## config.mk

```make
export PLATFORM = sky130hd
export DESIGN_NAME = gaussian_rbf_feature_encoder_core
export DESIGN_NICKNAME = d
export VERILOG_FILES = /design/src/rtl/grbf_pkg.sv /design/src/rtl/gaussian_rbf_feature_encoder_core.sv /design/src/rtl/grbf_seq.sv /design/src/rtl/grbf_dist.sv /design/src/rtl/grbf_exp.sv
export SDC_FILE = /design/constraint.sdc
export NUM_CORES = 2
export LEC_CHECK = 0
export BUFFER_PORTS_ARGS = -buffer_cell sky130_fd_sc_hd__buf_4
export CAP_MARGIN = 20
export CELL_PAD_IN_SITES_DETAIL_PLACEMENT = 2
export CELL_PAD_IN_SITES_GLOBAL_PLACEMENT = 2
export CORE_ASPECT_RATIO = 1.1
export CORE_MARGIN = 1
export CORE_UTILIZATION = 37
export DETAILED_ROUTE_END_ITERATION = 8
export PLACE_DENSITY = 0.74
export SYNTH_ARGS = -nofsm -noshare
export SYNTH_HDL_FRONTEND = slang
export SYNTH_SLANG_ARGS = --single-unit
export TNS_END_PERCENT = 5
```

## constraint.sdc

```tcl
create_clock -name i_clk -period 8.8 [get_ports i_clk]
set_input_delay 0.44 -clock i_clk [delete_from_list [all_inputs] [get_ports i_clk]]
set_output_delay 0.44 -clock i_clk [all_outputs]
set_load 0.1 [all_outputs]
```

## src/rtl/grbf_pkg.sv

```systemverilog
`timescale 1ns / 1ps
`default_nettype none
// Package for the Gaussian RBF feature encoder: field widths, job types,
// grid select codes and the 2^(-k/16) table. No dependencies.
package grbf_pkg;

    localparam int NUM_ACTIONS   = 3;
    localparam int BLOCK_SIZE    = 10;
    localparam int IDX_W         = 5;
    localparam int IN_W          = 16;
    localparam int SPACING_W     = 15;
    localparam int VAL_W         = 16;
    localparam int CNT_W         = 4;

    localparam logic [CNT_W-1:0] CNT_LAST   = CNT_W'(BLOCK_SIZE - 1);
    localparam logic [16:0]      LOG2E_Q16  = 17'd94548;
    localparam logic [VAL_W-1:0] ONE_Q15    = 16'd32768;

    localparam logic [1:0] SEL_NEG  = 2'd0;
    localparam logic [1:0] SEL_ZERO = 2'd1;
    localparam logic [1:0] SEL_POS  = 2'd2;

    localparam logic       CFG_POS_SPACING = 1'b0;
    localparam logic       CFG_SPD_SPACING = 1'b1;

    typedef struct packed {
        logic [IDX_W-1:0] idx;
        logic             bias;
        logic             last;
    } t_meta;

    typedef struct packed {
        t_meta                   meta;
        logic signed [IN_W-1:0]  pos;
        logic signed [IN_W-1:0]  spd;
        logic [1:0]              psel;
        logic [1:0]              vsel;
    } t_job;

    // 2^(-k/16) in Q1.16, k = 0..16
    function automatic logic [16:0] f_pow2_neg(input logic [4:0] k);
        logic [16:0] t;
        case (k)
            5'd0:    t = 17'd65536;
            5'd1:    t = 17'd62757;
            5'd2:    t = 17'd60097;
            5'd3:    t = 17'd57549;
            5'd4:    t = 17'd55109;
            5'd5:    t = 17'd52773;
            5'd6:    t = 17'd50535;
            5'd7:    t = 17'd48393;
            5'd8:    t = 17'd46341;
            5'd9:    t = 17'd44376;
            5'd10:   t = 17'd42494;
            5'd11:   t = 17'd40693;
            5'd12:   t = 17'd38968;
            5'd13:   t = 17'd37316;
            5'd14:   t = 17'd35734;
            5'd15:   t = 17'd34219;
            default: t = 17'd32768;
        endcase
        return t;
    endfunction

    // grid point of entry cnt (1..9): {position select, speed select}
    function automatic logic [3:0] f_grid(input logic [CNT_W-1:0] cnt);
        logic [3:0] g;
        case (cnt)
            4'd1:    g = {SEL_NEG,  SEL_NEG};
            4'd2:    g = {SEL_NEG,  SEL_ZERO};
            4'd3:    g = {SEL_NEG,  SEL_POS};
            4'd4:    g = {SEL_ZERO, SEL_NEG};
            4'd5:    g = {SEL_ZERO, SEL_ZERO};
            4'd6:    g = {SEL_ZERO, SEL_POS};
            4'd7:    g = {SEL_POS,  SEL_NEG};
            4'd8:    g = {SEL_POS,  SEL_ZERO};
            4'd9:    g = {SEL_POS,  SEL_POS};
            default: g = {SEL_ZERO, SEL_ZERO};
        endcase
        return g;
    endfunction

endpackage
`default_nettype wire

```

## src/rtl/gaussian_rbf_feature_encoder_core.sv

```systemverilog
`timescale 1ns / 1ps
`default_nettype none
// Top level of the Gaussian RBF feature encoder: config registers,
// sequencer, distance and exponential pipelines. Depends on grbf_pkg.
//
// Each accepted item yields ten result transfers (bias, then the 3x3 grid,
// position center outer, speed center inner), one per cycle while
// i_out_ready is high; the next item is taken as the last job issues,
// a pace set by the single result channel. An item whose action is 3 or
// more yields no results and is taken without issuing jobs. The first
// result follows the input transfer through the sequencer register and
// six pipeline stages that stall cleanly on i_out_ready.
module gaussian_rbf_feature_encoder_core (
    input  wire logic                                   i_clk,
    input  wire logic                                   i_rst_n,
    input  wire logic                                   i_cfg_we,
    input  wire logic                                   i_cfg_index,
    input  wire logic [grbf_pkg::SPACING_W-1:0]         i_cfg_data,
    input  wire logic                                   i_in_valid,
    output logic                                        o_in_ready,
    input  wire logic signed [grbf_pkg::IN_W-1:0]       i_position,
    input  wire logic signed [grbf_pkg::IN_W-1:0]       i_speed,
    input  wire logic [1:0]                             i_action,
    output logic                                        o_out_valid,
    input  wire logic                                   i_out_ready,
    output logic [grbf_pkg::IDX_W-1:0]                  o_feature_index,
    output logic [grbf_pkg::VAL_W-1:0]                  o_feature_value,
    output logic                                        o_last
);

    logic [grbf_pkg::SPACING_W-1:0] r_pos_spacing, r_spd_spacing;
    logic                           w_job_valid, w_job_ready;
    grbf_pkg::t_job                 w_job;
    logic                           w_d_valid, w_d_ready;
    grbf_pkg::t_meta                w_d_meta;
    logic [23:0]                    w_d_x;

    always_ff @(posedge i_clk) begin
        if (!i_rst_n) begin
            r_pos_spacing <= 15'd3217;
            r_spd_spacing <= 15'd4096;
        end else if (i_cfg_we) begin
            case (i_cfg_index)
                grbf_pkg::CFG_POS_SPACING: r_pos_spacing <= i_cfg_data;
                grbf_pkg::CFG_SPD_SPACING: r_spd_spacing <= i_cfg_data;
                default: ;
            endcase
        end
    end

    grbf_seq u_seq (
        .i_clk       (i_clk),
        .i_rst_n     (i_rst_n),
        .i_in_valid  (i_in_valid),
        .o_in_ready  (o_in_ready),
        .i_position  (i_position),
        .i_speed     (i_speed),
        .i_action    (i_action),
        .o_job_valid (w_job_valid),
        .i_job_ready (w_job_ready),
        .o_job       (w_job)
    );

    grbf_dist u_dist (
        .i_clk         (i_clk),
        .i_rst_n       (i_rst_n),
        .i_pos_spacing (r_pos_spacing),
        .i_spd_spacing (r_spd_spacing),
        .i_job_valid   (w_job_valid),
        .o_job_ready   (w_job_ready),
        .i_job         (w_job),
        .o_valid       (w_d_valid),
        .i_ready       (w_d_ready),
        .o_meta        (w_d_meta),
        .o_x           (w_d_x)
    );

    grbf_exp u_exp (
        .i_clk           (i_clk),
        .i_rst_n         (i_rst_n),
        .i_valid         (w_d_valid),
        .o_ready         (w_d_ready),
        .i_meta          (w_d_meta),
        .i_x             (w_d_x),
        .o_out_valid     (o_out_valid),
        .i_out_ready     (i_out_ready),
        .o_feature_index (o_feature_index),
        .o_feature_value (o_feature_value),
        .o_last          (o_last)
    );

endmodule
`default_nettype wire

```

## src/rtl/grbf_seq.sv

```systemverilog
`timescale 1ns / 1ps
`default_nettype none
// Job sequencer: captures one input item and issues its ten feature jobs,
// one per cycle while i_job_ready is high. Depends on grbf_pkg.
module grbf_seq (
    input  wire logic                            i_clk,
    input  wire logic                            i_rst_n,
    input  wire logic                            i_in_valid,
    output logic                                 o_in_ready,
    input  wire logic signed [grbf_pkg::IN_W-1:0] i_position,
    input  wire logic signed [grbf_pkg::IN_W-1:0] i_speed,
    input  wire logic [1:0]                      i_action,
    output logic                                 o_job_valid,
    input  wire logic                            i_job_ready,
    output grbf_pkg::t_job                       o_job
);

    logic                                  r_busy, n_busy;
    logic [grbf_pkg::CNT_W-1:0]            r_cnt, n_cnt;
    logic signed [grbf_pkg::IN_W-1:0]      r_pos, r_spd;
    logic [grbf_pkg::IDX_W-1:0]            r_base;
    logic                                  w_job_fire, w_accept, w_last;
    logic [3:0]                            w_grid;

    assign w_last      = (r_cnt == grbf_pkg::CNT_LAST);
    assign w_job_fire  = r_busy && i_job_ready;
    assign o_in_ready  = !r_busy || (i_job_ready && w_last);
    assign w_accept    = i_in_valid && o_in_ready;
    assign o_job_valid = r_busy;
    assign w_grid      = grbf_pkg::f_grid(r_cnt);

    always_comb begin
        o_job.meta.idx  = r_base + grbf_pkg::IDX_W'(r_cnt);
        o_job.meta.bias = (r_cnt == '0);
        o_job.meta.last = w_last;
        o_job.pos       = r_pos;
        o_job.spd       = r_spd;
        o_job.psel      = w_grid[3:2];
        o_job.vsel      = w_grid[1:0];
    end

    always_comb begin
        n_busy = r_busy;
        n_cnt  = r_cnt;
        if (w_job_fire) begin
            n_cnt = r_cnt + 1'b1;
            if (w_last) begin
                n_busy = 1'b0;
            end
        end
        if (w_accept) begin
            n_busy = (32'(i_action) < grbf_pkg::NUM_ACTIONS);
            n_cnt  = '0;
        end
    end

    always_ff @(posedge i_clk) begin
        if (!i_rst_n) begin
            r_busy <= 1'b0;
            r_cnt  <= '0;
        end else begin
            r_busy <= n_busy;
            r_cnt  <= n_cnt;
        end
    end

    always_ff @(posedge i_clk) begin
        if (w_accept) begin
            r_pos  <= i_position;
            r_spd  <= i_speed;
            r_base <= grbf_pkg::IDX_W'(i_action * grbf_pkg::BLOCK_SIZE);
        end
    end

endmodule
`default_nettype wire

```

## src/rtl/grbf_dist.sv

```systemverilog
`timescale 1ns / 1ps
`default_nettype none
// Squared distance pipeline: center offset and magnitude, two squares,
// sum and halving. Three register stages. Depends on grbf_pkg.
module grbf_dist (
    input  wire logic                                 i_clk,
    input  wire logic                                 i_rst_n,
    input  wire logic [grbf_pkg::SPACING_W-1:0]       i_pos_spacing,
    input  wire logic [grbf_pkg::SPACING_W-1:0]       i_spd_spacing,
    input  wire logic                                 i_job_valid,
    output logic                                      o_job_ready,
    input  wire grbf_pkg::t_job                       i_job,
    output logic                                      o_valid,
    input  wire logic                                 i_ready,
    output grbf_pkg::t_meta                           o_meta,
    output logic [23:0]                               o_x
);

    logic                  r_va, r_vb, r_vc;
    logic                  w_ena, w_enb, w_enc;
    grbf_pkg::t_meta       r_meta_a, r_meta_b, r_meta_c;
    logic [15:0]           r_adp, r_adv;
    logic [31:0]           r_sqp, r_sqv;
    logic [23:0]           r_x;
    logic signed [17:0]    w_cp, w_cv, w_dp, w_dv;
    logic [32:0]           w_s;

    assign w_enc       = !r_vc || i_ready;
    assign w_enb       = !r_vb || w_enc;
    assign w_ena       = !r_va || w_enb;
    assign o_job_ready = w_ena;

    function automatic logic signed [17:0] f_center(input logic [1:0] sel,
                                                    input logic [14:0] sp);
        logic signed [17:0] c;
        case (sel)
            grbf_pkg::SEL_NEG: c = -$signed({3'b000, sp});
            grbf_pkg::SEL_POS: c = $signed({3'b000, sp});
            default:           c = '0;
        endcase
        return c;
    endfunction

    always_comb begin
        w_cp = f_center(i_job.psel, i_pos_spacing);
        w_cv = f_center(i_job.vsel, i_spd_spacing);
        w_dp = 18'(i_job.pos) - w_cp;
        w_dv = 18'(i_job.spd) - w_cv;
        w_s  = 33'(r_sqp) + 33'(r_sqv);
    end

    always_ff @(posedge i_clk) begin
        if (!i_rst_n) begin
            r_va <= 1'b0;
            r_vb <= 1'b0;
            r_vc <= 1'b0;
        end else begin
            if (w_ena) r_va <= i_job_valid;
            if (w_enb) r_vb <= r_va;
            if (w_enc) r_vc <= r_vb;
        end
    end

    always_ff @(posedge i_clk) begin
        if (w_ena) begin
            r_meta_a <= i_job.meta;
            r_adp    <= w_dp[17] ? 16'(-w_dp) : w_dp[15:0];
            r_adv    <= w_dv[17] ? 16'(-w_dv) : w_dv[15:0];
        end
        if (w_enb) begin
            r_meta_b <= r_meta_a;
            r_sqp    <= 32'(r_adp) * 32'(r_adp);
            r_sqv    <= 32'(r_adv) * 32'(r_adv);
        end
        if (w_enc) begin
            r_meta_c <= r_meta_b;
            r_x      <= w_s[32:9];
        end
    end

    assign o_valid = r_vc;
    assign o_meta  = r_meta_c;
    assign o_x     = r_x;

endmodule
`default_nettype wire

```

## src/rtl/grbf_exp.sv

```systemverilog
`timescale 1ns / 1ps
`default_nettype none
// Exponential pipeline: scale by log2(e), table interpolation of the
// fraction, rounded shift by the integer part. Last stage is the output
// register; it forces bias entries to one and large inputs to zero. Depends on grbf_pkg.
module grbf_exp (
    input  wire logic                            i_clk,
    input  wire logic                            i_rst_n,
    input  wire logic                            i_valid,
    output logic                                 o_ready,
    input  wire grbf_pkg::t_meta                 i_meta,
    input  wire logic [23:0]                     i_x,
    output logic                                 o_out_valid,
    input  wire logic                            i_out_ready,
    output logic [grbf_pkg::IDX_W-1:0]           o_feature_index,
    output logic [grbf_pkg::VAL_W-1:0]           o_feature_value,
    output logic                                 o_last
);

    logic                  r_vd, r_ve, r_vf;
    logic                  w_end, w_ene, w_enf;
    grbf_pkg::t_meta       r_meta_d, r_meta_e, r_meta_f;
    logic [40:0]           w_y;
    logic                  r_sat_d, r_sat_e;
    logic [3:0]            r_n_d, r_n_e;
    logic [15:0]           r_f;
    logic [16:0]           w_t0, w_t1, r_t0;
    logic [23:0]           r_prod;
    logic [16:0]           w_m;
    logic [17:0]           w_sum, w_val;
    logic [grbf_pkg::VAL_W-1:0] r_val;

    assign w_enf   = !r_vf || i_out_ready;
    assign w_ene   = !r_ve || w_enf;
    assign w_end   = !r_vd || w_ene;
    assign o_ready = w_end;

    always_comb begin
        w_y   = 41'(i_x) * 41'(grbf_pkg::LOG2E_Q16);
        w_t0  = grbf_pkg::f_pow2_neg({1'b0, r_f[15:12]});
        w_t1  = grbf_pkg::f_pow2_neg(5'({1'b0, r_f[15:12]} + 5'd1));
        w_m   = r_t0 - 17'((r_prod + 24'd2048) >> 12);
        w_sum = 18'(w_m) + (18'd1 << r_n_e);
        w_val = w_sum >> (5'(r_n_e) + 5'd1);
    end

    always_ff @(posedge i_clk) begin
        if (!i_rst_n) begin
            r_vd <= 1'b0;
            r_ve <= 1'b0;
            r_vf <= 1'b0;
        end else begin
            if (w_end) r_vd <= i_valid;
            if (w_ene) r_ve <= r_vd;
            if (w_enf) r_vf <= r_ve;
        end
    end

    always_ff @(posedge i_clk) begin
        if (w_end) begin
            r_meta_d <= i_meta;
            r_sat_d  <= (w_y[40:32] >= 9'd16);
            r_n_d    <= w_y[35:32];
            r_f      <= w_y[31:16];
        end
        if (w_ene) begin
            r_meta_e <= r_meta_d;
            r_sat_e  <= r_sat_d;
            r_n_e    <= r_n_d;
            r_t0     <= w_t0;
            r_prod   <= 24'(w_t0 - w_t1) * 24'(r_f[11:0]);
        end
        if (w_enf) begin
            r_meta_f <= r_meta_e;
            if (r_meta_e.bias) begin
                r_val <= grbf_pkg::ONE_Q15;
            end else if (r_sat_e) begin
                r_val <= '0;
            end else begin
                r_val <= w_val[15:0];
            end
        end
    end

    assign o_out_valid     = r_vf;
    assign o_feature_index = r_meta_f.idx;
    assign o_feature_value = r_val;
    assign o_last          = r_meta_f.last;

endmodule
`default_nettype wire

```

==> metrics.cfg <==
[status]
status = finished clean

[global_routing]
grt_pass1_wl_mm = 205.4
antenna_found_initial = 0
grtUsageTotal_pct = 21.87
grt_pass1_vias = 37690
gr-total-overflow = 0
grt_max_degree = 69

[placed_design]
placed_cells = 6097
port_buffers = 78
gp_congestion = 0.8323
place_ws_ns = -0.3011
dp_hpwl_mm = 105.2

[floorplanning]
num_rows = 132
start_util_pct = 37.30
ios = 79
core_um2 = 117600
dieArea_um2 = 119900
die_h_um = 363.1
die_x_um = 330.3

[synth]
synth_cells = 4516
syn_nets = 5719
ys.flop_type = edfxtp_1
synth-compound-area-share_pct = 8.597
ys_types = 93
synthArstFlopShare_pct = 0
synth_xor_area_share_pct = 5.203
yosys_warnings = 0
synth-edff-count = 263
synth_area_per_cell_um2 = 9.713
synth_fa_ha_area_share_pct = 43.12
netlist_area_um2 = 43860
ys_seq_area_share_pct = 20.83
synth_top_family_by_area = adder cells
ys_ff_latch = 325
muxShareOfSynthArea_pct = 0.9014
synthSimpleGateAreaFrac_pct = 12.70

[critical_path]
crit_slowest_cell = fa_1
cp-startpoint = u_exp.r_f[13]
crit_arrival_ns = 8.99
endpoint_kind = flip-flop
r2r_start = u_exp.r_f[13]
crit_top_cell = fa_1
crit_fanout = 7
slowest_delay_ns = 0.58
cp-start-kind = flip-flop
critical_path_required_ns = 9.13
critPathKind = flip-flop to flip-flop

[clocking]
clk_path_buf_depth = 3
cts_sinks = 325
htree_levels = 2
clock_latency_ns = 0.61
cts_root_buf = clkbuf_16
cts.clk_slew.worst_paths_ns = 0.06
cts_tree = done
cts_buffers = 42

[final_layout]
fin_nets = 5872
nFillCells = 12630
syn_to_final_growth_pct = 11.63
stdcell_count = 6243
drive_above_1_share_pct = 7.913
final_common_cell = inv_1
final_cell_mix = 890 x inv_1, 599 x fa_1, 525 x ha_1, 444 x nand2_1, 263 x edfxtp_1
multi_input_area_um2 = 31410
register_area_um2 = 9139
final_util_pct = 41.64

[timing]
slew_violations = 0
max_freq_mhz = 115.5
setup_viol = 0
slew_headroom_pct = 27.90
hold_viol_final = 0
setup_ws_ns = 0.1431
period_minus_slack_ns = 8.657
tightest_slew_ns = 1.080
fin_skew_ns = 0.03074
timing.hold.ws_ns = 0.07573
fin_crit_sh_pct = 98.37

[routing]
ant_nets = 0
drtIter0Drc = 927
drt-pass1-iter-count = 5
via_count = 31980
wl_mm = 130.2
routedWlPerCell_um = 20.85
vias_per_cell = 5.122
drc = 0

[worst_hold_path]
worstHoldStart = i_cfg_data[7]
hp-class = input pin to flip-flop

[flow_run]
max_cap_violations = 0

## kinds of logic (layout without fill, tap and decap cells)
kind of cell,after synthesis,in the layout
AND/OR/NAND/NOR,1167,1167
adder cells (fa/ha/maj),1148,1148
buffers and inverters,1006,1191
AO/OA/AOI/OAI,577,577
flip-flops,325,325
XOR/XNOR,259,259
multiplexers,34,34
other,0,1
## metrics by stage
step	cell area (um2)	TNS (ns)
3_3_place_gp	46520	0
5_1_grt	48960	-0.1826
3_5_place_dp	46520	-0.3011
4_1_cts	48380	0
6_report	48960	0
2_1_floorplan	43870	0
## Yosys cell counts (29+ instances only)
library cell,number,area (um2)
nand2_1,451,1693
inv_1,893,3352
nand3_1,54,270.3
xor2_1,104,910.9
fa_1,606,12130
a21boi_0,37,277.8
nor2b_1,47,294.0
and2_1,162,1013
nor3_1,56,280.3
edfxtp_1,263,7898
o21ai_0,104,520.5
nand2b_1,43,269.0
ha_1,542,6782
o21a_1,39,292.8
a21oi_1,157,785.8
clkbuf_1,97,364.1
xnor2_1,154,1349
a21o_1,67,503.0
dfxtp_1,62,1241
nor2_1,228,855.8
a31oi_1,29,181.4
## metal layers
layer / part of all wire, % / track usage, %
met5: 0 / 0
met4: 3.2 / 6.831
met3: 1.9 / 1.838
met2: 55 / 42.85
met1: 40 / 24.56
## worst paths after layout
check	endpoint	slack (ns)	cells after the start
setup / recovery	u_exp.r_prod[23]	0.14	38
hold / removal	r_pos_spacing[7]	0.08	3
setup reg to reg	u_exp.r_prod[23]	0.14	38
hold reg to reg	u_exp.o_last	0.42	0
## critical path, delay by kind of cell (launching register included)
| kind | cells | cell delay, ns |
|---|---|---|
| buffers and inverters | 8 | 0.87 |
| adder cells (fa/ha/maj) | 9 | 3.75 |
| XOR/XNOR | 4 | 0.68 |
| AO/OA/AOI/OAI | 13 | 2.19 |
| flip-flops | 1 | 0.48 |
| AND/OR/NAND/NOR | 4 | 0.39 |
## cell type report
class | count | area share [%]
flip-flops and latches | 325 | 18.66
multi-input cells | 3185 | 64.14
clock buffers | 49 | 2.264
diodes | 1 | 0.005111
repair buffers | 221 | 3.641
inverters | 894 | 6.869
well taps | 1541 | 3.938
clock inverters | 27 | 0.4779
## repair_timing
item	in CTS	in global routing
endpoints found under the hold margin	34	0
pin swaps	9	64
endpoints found under the setup margin	1	3
resized for setup	25	71
setup buffers	8	25
hold buffers	34	0
## sequential cells by signal (all words and copies together), names as in the netlist, 13 cells and up
register and count:
u_dist.r_sqp 30, r_spd_spacing 15, r_pos_spacing 15, u_dist.o_x 24, u_exp.r_prod 13, u_seq.r_spd 16
u_dist.r_sqv 30, u_exp.r_t0 17, u_exp.w_t0 17, u_seq.r_pos 16, u_dist.r_adv 16, u_exp.o_feature_value 16
u_exp.r_f 16, u_dist.r_adp 16
Power is left out: the tool's default activity adds up to more than one toggle a clock period on the data nets, which glitch-free logic cannot reach.
